$ cat config.mk
export PLATFORM = sky130hd
export DESIGN_NAME = mrfc_frame_proc_flat
export DESIGN_NICKNAME = d
export VERILOG_FILES = /design/src/hw/rtl/mrfc_pkg.sv /design/src/hw/rtl/mrfc_ifs.sv /design/src/hw/rtl/mrfc_frame_proc.sv /design/src/flat_wrapper.sv
export SDC_FILE = /design/constraint.sdc
export NUM_CORES = 1
export LEC_CHECK = 0
export BUFFER_PORTS_ARGS = -buffer_cell sky130_fd_sc_hd__buf_4
export CAP_MARGIN = 20
export CORE_MARGIN = 5
export CORE_UTILIZATION = 35
export CTS_CLUSTER_SIZE = 14
export DETAILED_ROUTE_END_ITERATION = 7
export MAX_ROUTING_LAYER = met4
export PLACE_DENSITY_LB_ADDON = 0.1
export SLEW_MARGIN = 10
export SYNTH_ARGS = -nofsm -noshare
export SYNTH_HDL_FRONTEND = slang
export SYNTH_SLANG_ARGS = --single-unit
$ cat constraint.sdc
create_clock -name clk -period 7.7 [get_ports clk]
set_input_delay 2.31 -clock clk [delete_from_list [all_inputs] [get_ports clk]]
set_output_delay 2.31 -clock clk [all_outputs]
set_load 0.05 [all_outputs]
$ cat src/hw/rtl/mrfc_pkg.sv
// Types, constants and the CRC step function of the response frame checker.
package mrfc_pkg;

  localparam int FRAME_LENGTH = 38;
  localparam int IDX_W        = 6;
  localparam int CFG_INDEX_W  = 1;

  localparam logic [15:0] CRC_INIT = 16'hFFFF;
  localparam logic [15:0] CRC_POLY = 16'hA001;

  localparam logic [1:0] ST_OK       = 2'd0;
  localparam logic [1:0] ST_BAD_ADDR = 2'd1;
  localparam logic [1:0] ST_BAD_FUNC = 2'd2;
  localparam logic [1:0] ST_BAD_CRC  = 2'd3;

  localparam logic [CFG_INDEX_W-1:0] CFG_SLAVE_ADDRESS = 1'b0;
  localparam logic [CFG_INDEX_W-1:0] CFG_FUNCTION_CODE = 1'b1;

  localparam logic [7:0] SLAVE_ADDRESS_RESET = 8'd1;
  localparam logic [7:0] FUNCTION_CODE_RESET = 8'd0;

  // Byte positions inside the frame.
  localparam logic [IDX_W-1:0] IDX_ADDR         = IDX_W'(0);
  localparam logic [IDX_W-1:0] IDX_FUNC         = IDX_W'(1);
  localparam int               WIDE_FIRST       = 2;
  localparam int               NARROW_FIRST     = 18;
  localparam int               NUM_WIDE         = 4;
  localparam int               NUM_NARROW       = 6;
  localparam logic [IDX_W-1:0] IDX_ERR_HI       = IDX_W'(32);
  localparam logic [IDX_W-1:0] IDX_ERR_LO       = IDX_W'(33);
  localparam logic [IDX_W-1:0] IDX_CRC_LO       = IDX_W'(FRAME_LENGTH - 2);
  localparam logic [IDX_W-1:0] IDX_CRC_HI       = IDX_W'(FRAME_LENGTH - 1);

  typedef struct packed {
    logic [7:0] rx_byte;
    logic       restart;
  } in_word_t;

  typedef struct packed {
    logic [1:0]         status;
    logic signed [31:0] shaft_force;
    logic signed [31:0] shaft_position;
    logic signed [31:0] speed;
    logic signed [31:0] acceleration;
    logic signed [15:0] board_temp;
    logic signed [15:0] coil_temp;
    logic signed [15:0] voltage;
    logic signed [15:0] power;
    logic signed [15:0] op_mode;
    logic signed [15:0] error_bits;
  } result_t;

  // One byte of reflected CRC-16, bit by bit.
  function automatic logic [15:0] crc16_byte(input logic [15:0] crc, input logic [7:0] b);
    logic [15:0] c;
    c = crc ^ {8'h00, b};
    for (int k = 0; k < 8; k++) begin
      c = c[0] ? ((c >> 1) ^ CRC_POLY) : (c >> 1);
    end
    return c;
  endfunction

endpackage

$ cat src/hw/rtl/mrfc_ifs.sv


interface mrfc_cfg_if;
  import mrfc_pkg::*;
  logic                   valid;
  logic                   ready;
  logic [CFG_INDEX_W-1:0] index;
  logic [7:0]             data;

  modport source (output valid, index, data, input ready);
  modport sink   (input valid, index, data, output ready);
  modport mon    (input valid, ready, index, data);
endinterface

$ cat src/hw/rtl/mrfc_frame_proc.sv
// Frame position, header check, field gathering and running CRC per byte.
module mrfc_frame_proc (
  input  logic               clk,
  input  logic               rst,
  mrfc_cfg_if.sink           cfg_ch,
  input  mrfc_pkg::in_word_t word,
  input  logic               word_valid,
  input  logic               out_free,
  output logic               take,
  output logic               res_load,
  output mrfc_pkg::result_t  res
);
  import mrfc_pkg::*;

  logic [7:0]       slave_address;
  logic [7:0]       function_code;
  logic [IDX_W-1:0] byte_index;
  logic [15:0]      crc_acc;
  logic [1:0]       header_status;
  logic [31:0]      wide_fields [NUM_WIDE];
  logic [15:0]      narrow_fields [NUM_NARROW];
  logic [7:0]       crc_low_byte;

  logic [IDX_W-1:0] idx;
  logic             last;
  logic [7:0]       b;
  logic [15:0]      crc_next;
  logic [1:0]       status_final;

  assign cfg_ch.ready = 1'b1;

  always_ff @(posedge clk) begin
    if (rst) begin
      slave_address <= SLAVE_ADDRESS_RESET;
      function_code <= FUNCTION_CODE_RESET;
    end else if (cfg_ch.valid) begin
      case (cfg_ch.index)
        CFG_SLAVE_ADDRESS: slave_address <= cfg_ch.data;
        CFG_FUNCTION_CODE: function_code <= cfg_ch.data;
        default: ;
      endcase
    end
  end

  assign b        = word.rx_byte;
  assign idx      = word.restart ? IDX_ADDR : byte_index;
  assign last     = (idx >= IDX_CRC_HI);
  assign take     = word_valid && (!last || out_free);
  assign res_load = take && last;
  assign crc_next = crc16_byte((idx == IDX_ADDR) ? CRC_INIT : crc_acc, b);

  always_ff @(posedge clk) begin
    if (rst) begin
      byte_index    <= '0;
      crc_acc       <= CRC_INIT;
      header_status <= ST_OK;
      crc_low_byte  <= '0;
      for (int w = 0; w < NUM_WIDE; w++) begin
        wide_fields[w] <= '0;
      end
      for (int n = 0; n < NUM_NARROW; n++) begin
        narrow_fields[n] <= '0;
      end
    end else if (take) begin
      byte_index <= last ? '0 : idx + IDX_W'(1);

      if (idx < IDX_CRC_LO) begin
        crc_acc <= crc_next;
      end
      if (idx == IDX_CRC_LO) begin
        crc_low_byte <= b;
      end

      if (idx == IDX_ADDR) begin
        header_status <= (b != slave_address) ? ST_BAD_ADDR : ST_OK;
      end else if (idx == IDX_FUNC && header_status == ST_OK && b != function_code) begin
        header_status <= ST_BAD_FUNC;
      end

      // Big-endian words shift in one byte at a time.
      for (int w = 0; w < NUM_WIDE; w++) begin
        if (idx >= IDX_W'(WIDE_FIRST + 4 * w) && idx <= IDX_W'(WIDE_FIRST + 4 * w + 3)) begin
          wide_fields[w] <= {wide_fields[w][23:0], b};
        end
      end
      for (int n = 0; n < NUM_NARROW - 1; n++) begin
        if (idx >= IDX_W'(NARROW_FIRST + 2 * n) && idx <= IDX_W'(NARROW_FIRST + 2 * n + 1)) begin
          narrow_fields[n] <= {narrow_fields[n][7:0], b};
        end
      end
      if (idx == IDX_ERR_HI || idx == IDX_ERR_LO) begin
        narrow_fields[NUM_NARROW-1] <= {narrow_fields[NUM_NARROW-1][7:0], b};
      end
    end
  end

  // Header errors take precedence over a CRC mismatch.
  always_comb begin
    status_final = header_status;
    if (header_status == ST_OK && (crc_low_byte != crc_acc[7:0] || b != crc_acc[15:8])) begin
      status_final = ST_BAD_CRC;
    end
  end

  assign res = '{
    status:         status_final,
    shaft_force:    wide_fields[0],
    shaft_position: wide_fields[1],
    speed:          wide_fields[2],
    acceleration:   wide_fields[3],
    board_temp:     narrow_fields[0],
    coil_temp:      narrow_fields[1],
    voltage:        narrow_fields[2],
    power:          narrow_fields[3],
    op_mode:        narrow_fields[4],
    error_bits:     narrow_fields[5]
  };

endmodule

$ cat src/flat_wrapper.sv
// flat-port wrapper written by rule: the top's interface ports become plain ports
module mrfc_frame_proc_flat import mrfc_pkg::*;
  (clk, rst, word, word_valid, out_free, take, res_load, res, cfg_ch_valid, cfg_ch_index, cfg_ch_data, cfg_ch_ready);
  mrfc_cfg_if cfg_ch_i ();
  input  logic clk;
  input  logic rst;
  input  mrfc_pkg::in_word_t word;
  input  logic word_valid;
  input  logic out_free;
  output logic take;
  output logic res_load;
  output mrfc_pkg::result_t res;
  input wire logic [$bits(cfg_ch_i.valid)-1:0] cfg_ch_valid;
  input wire logic [$bits(cfg_ch_i.index)-1:0] cfg_ch_index;
  input wire logic [$bits(cfg_ch_i.data)-1:0] cfg_ch_data;
  output wire logic [$bits(cfg_ch_i.ready)-1:0] cfg_ch_ready;
  assign cfg_ch_i.valid = cfg_ch_valid;
  assign cfg_ch_i.index = cfg_ch_index;
  assign cfg_ch_i.data = cfg_ch_data;
  assign cfg_ch_ready = cfg_ch_i.ready;
  mrfc_frame_proc u_core (.clk(clk), .rst(rst), .cfg_ch(cfg_ch_i), .word(word), .word_valid(word_valid), .out_free(out_free), .take(take), .res_load(res_load), .res(res));
endmodule
Word level (Yosys, flattened, before mapping):

Memories as Yosys holds them, arrays and structs flattened.
Cells that the tools add are included.

* memory bits (writable): 224
* word-level logic and storage cells: 150
* bits in registers: 48
* output and inout port bits: 229
* memories: 2
* input port bits: 23

Memory list
* u_core.wide_fields: depth 4, bits a word 32, rd ports 4, clocked after memory_dff 0, write ports 4, line mrfc_frame_proc.sv:20 `logic [31:0] wide_fields [NUM_WIDE];`
* u_core.narrow_fields: depth 6, bits a word 16, rd ports 6, clocked after memory_dff 0, write ports 6, line mrfc_frame_proc.sv:21 `logic [15:0] narrow_fields [NUM_NARROW];`

* equality and inequality tests: 8
* order comparisons: 20
* reductions and logical operators: 26
* multiplexer cells: 67
* $add $sub $neg: 1
* bitwise gates (word level): 20

Operators with widths (count)
* $mux W16: 15
* $mux W32: 4
* $mux W1: 43
* $le A6 B5 Y1 const B: 6
* $ne A8 B8 Y1: 4
* $ge A6 B5 Y1 const B: 5
* $not A2 Y3: 8
* $eq A6 B6 Y1 const B: 3
* $xor A16 B8 Y16: 1
* $logic_and A1 B1 Y1: 14
* $ge A6 B4 Y1 const B: 2
* $le A6 B4 Y1 const B: 2
* $mux W6: 2
* $or A1 B1 Y1: 10
* $reduce_and A2 Y1: 5
* $add A6 B1 Y6 const B: 1
* $eq A6 B1 Y1 const B: 1
* $ge A6 B2 Y1 const B: 1
* $ge A6 B3 Y1 const B: 1
* $ge A6 B6 Y1 const B: 1
* $le A6 B3 Y1 const B: 1
* $logic_not A6 Y1: 1
* $lt A6 B6 Y1 const B: 1
* $mux W2: 3
* other kinds (5): 7

Longest topological paths before layout:

* word-level depth: 20
* gate-level depth with buffers: 13
* gate-level depth less buffers: 9

Worst setup path after synthesis:

OpenSTA, ideal clock, no wires.

* path kind: in2reg
* start point: input word[0] in the netlist's numbering
* end point: memory u_core.wide_fields[3][0], enable pin
* path buffers: 3
* arrival: 6978 ps
* setup time: 511 ps
* stages on the path: 8
* required time: 7189 ps
* path slack: 211 ps
* cells stage by stage: clkbuf_8 > clkbuf_1 > nand2b_1 > ha_1 > bufbuf_16 > o21ai_1 > mux2_2 > o41ai_1

RTL lines
* from (decl): line flat_wrapper.sv:7 `input mrfc_pkg::in_word_t word;`
* to (decl): line mrfc_frame_proc.sv:20

Worst setup path in the final report:

* start point: input word[0] in the netlist's numbering
* end point: output res_load

* word-level cells in the longest chain between the ends: 6

RTL lines
* $mux W6 *: line mrfc_frame_proc.sv:46 `assign idx = word.restart ? IDX_ADDR : byte_index;`
* $ge A6 B6 Y1 *: line mrfc_frame_proc.sv:47 `assign last = (idx >= IDX_CRC_HI);`
* $logic_not A1 Y1: line mrfc_frame_proc.sv:48 `assign take = word_valid && (!last || out_free);`
* $logic_or A1 B1 Y1: line mrfc_frame_proc.sv:48
* $logic_and A1 B1 Y1: line mrfc_frame_proc.sv:48
* $logic_and A1 B1 Y1 *: line mrfc_frame_proc.sv:49 `assign res_load = take && last;`
* to (decl): line flat_wrapper.sv:11 `output logic res_load;`

Mark *: on every way between the ends. The rest lies on a longest branch, timed or not.

==> results.ini <==
[status]
outcome = completed

[synth]
synthFlopType = edfxtp_1
synth_area_per_cell_um2 = 13.1
yosys_warnings = 0
synth-edff-count = 224
synth_top_area_share_pct = 59.1
synth_area_leaders = edfxtp_1 (59%), and2_1 (12%), dfxtp_1 (8.4%)
yosysTopAreaCell = edfxtp_1
postSynthCellCount = 868
yosysSeqAreaShare_pct = 67.6
synth_fp_nets = 895
synth_commonest_cells = edfxtp_1 (224), and2_1 (216), nand2_1 (56)
yosys_register_bits = 272
syn_area_mm2 = 0.0114
synth.most_common_cell = edfxtp_1
synth_cell_types = 56
async_flop_share_pct = 0

[final_layout]
stdcell_area_mm2 = 0.0145
drive_gt1_share_pct = 29.0
final_nets = 1129
insertedDiodeCount = 0
syn_to_final_growth_pct = 27.5
fill_cells = 3008

[timing]
rsz0062_at_grt = no
finalMaxSlewViolations = 0
fin_skew_ns = 0.0101
fin_tns_setup_ns = 0
setup-violations-final = 0
slew_headroom_pct = 31.4
report.final.hold_viol_count = 0
worstMarginPinSlew_ns = 1.03
fin_crit_sh_pct = 87.0
fin_crit_ns = 6.70
max_freq_ghz = 0.149

[clock_network]
numCtsBuffers = 30
h-tree-depth = 1
cts_root_buf = clkbuf_16
clkTransAtPathRegs_ns = 0.06
ctsResizeCount = 0
cts_sinks = 272
postCtsSetupBuffers = 0
cts_tree = done
clock_latency_ns = 0.55
clockBufferDepth = 3
hold_buffers = 0

[setup_path]
reg2reg_to = u_core.narrow_fields[0][55]
rr_startpoint = u_core.byte_index[1]
crit_arrival_ns = 4.39
worstSetupStartpointType = primary input
crit_fanout = 20
crit_end = res_load
worstRegToRegCells = 7
crit_type = in -> out
r2r_slack_ns = 4.76
cp-end-kind = primary output
crit_start = word[0]
required_ns = 5.39

[floorplanning]
core_region_area_mm2 = 0.0323
num_rows = 66
io_pins = 252
initial_core_util_pct = 35.2
die-area_mm2 = 0.0362
die_h_um = 190
die_w_um = 190

[power_and_ir_drop]
power_density_mw_per_mm2 = 230
vdd_drop_max_mv = 0.173
p_leak_nw = 5.79

[detailed_routing]
initialDrtViolationCount = 355
via_per_inst = 4.50
detail_route.first_pass.iterations = 4
wl_per_cell_um = 17.9
wirelength_um = 28000
remaining_drc_errors = 0
via_count = 7045
ant_nets = 0

[global_routing]
antenna_found_initial = 1
grtUsageTotal_pct = 15.3
grt_pass1_vias = 7044
grt-ovfl-total = 0
grt_pass1_wl_um = 42400
grt_max_degree = 35

[worst_hold_path]
hp-class = reg -> reg

[place]
io_buffers = 250
dpl.hpwl_um = 19000
dpl-instance-area_mm2 = 0.0136
gp_congestion = 0.788

[flow_run]
maxCapViolCount = 0

==> state kept, by name, summed over array words and instances (netlist names) <==
| signal | count |
|---|---|
| u_core.slave_address | 8 |
| u_core.wide_fields | 128 |
| u_core.function_code | 8 |
| u_core.narrow_fields | 96 |
| u_core.header_status | 2 |
| u_core.crc_acc | 16 |
| u_core.byte_index | 6 |
| u_core.crc_low_byte | 8 |
==> per-layer routing <==
layer,up-vias,track usage [%],share of wire (%)
li1,3475,-,-
met1,3349,19.6,43
met5,-,-,0
met2,192,25.3,49
met4,0,2.96,1.4
met3,29,3.26,6.5
==> stage by stage <==
step / total power (W) / instances / setup slack, ns / util, % / hold WS, ns
floorplan: 0.00198 / 868 / 0.211 / - / 0.448
global placement: 0.00210 / 1511 / 1.12 / 42.2 / 0.456
detailed placement: 0.00210 / 1511 / 1.05 / 42.2 / 0.461
global route: 0.00348 / 1564 / 0.926 / 44.9 / 0.481
CTS: 0.00339 / 1563 / 1.04 / 44.9 / 0.469
finish: 0.00334 / 1564 / 0.998 / 44.9 / 0.467
==> kinds of logic after synthesis <==
family	after synthesis	synth area share, %
simple gates	374	18.4
flops	272	67.6
compound gates	76	4.27
buf+inv	70	3.24
xor+xnor	63	5.29
mux	8	0.715
fa+ha+maj	4	0.440
other cells	1	0.0330
==> how the worst min path moves through the flow <==
stage,startpoint,end,slack (ns),depth (start not counted)
2_1_floorplan,u_core.function_code[0],u_core.function_code[0],0.45,2
3_3_place_gp,u_core.function_code[3],u_core.function_code[3],0.46,2
3_5_place_dp,u_core.function_code[2],u_core.function_code[2],0.46,2
4_1_cts,u_core.function_code[2],u_core.function_code[2],0.47,2
5_1_grt,u_core.slave_address[7],u_core.slave_address[7],0.48,2
6_report,u_core.function_code[2],u_core.function_code[2],0.47,2
==> cells in the final DEF, fill, tap and decap left out, drive strengths merged, types with 7 or more instances in the layout <==
cell / instances
a21oi: 26
and2: 216
buf: 265
clkbuf: 42
clkinv: 11
dfxtp: 48
edfxtp: 224
mux2i: 7
nand2: 57
nand2b: 7
nand3: 19
nor2: 34
nor3: 15
nor4: 10
o211ai: 8
o21ai: 19
xnor2: 31
xor2: 29
==> area by class of cell <==
class | instances | area, µm² | share of cell area, %
multi-input combinational | 526 | 3390 | 23.4
timing repair buffer | 266 | 2000 | 13.8
inverter | 6 | 22.5 | 0.155
tap | 442 | 553 | 3.81
clock buffer | 41 | 813 | 5.60
sequential | 272 | 7690 | 53.0
clock inverter | 11 | 48.8 | 0.336
==> power by group <==
group          leakage (nW)  switching, W  total, W  internal [W]
Sequential             2.69     0.0000343   0.00168       0.00164
Clock                 0.417      0.000551   0.00128      0.000729
Combinational          2.68      0.000276  0.000388      0.000112
==> worst max-delay path, stage by stage <==
cell      delay, ns
buf_4          0.23
nand2b_1       0.19
inv_1          0.09
ha_1           0.24
nand2b_1       0.17
a211oi_2       0.38
or2_1          0.38
nor2_1         0.17
buf_4          0.22
(Power assumes the default switching activity.)
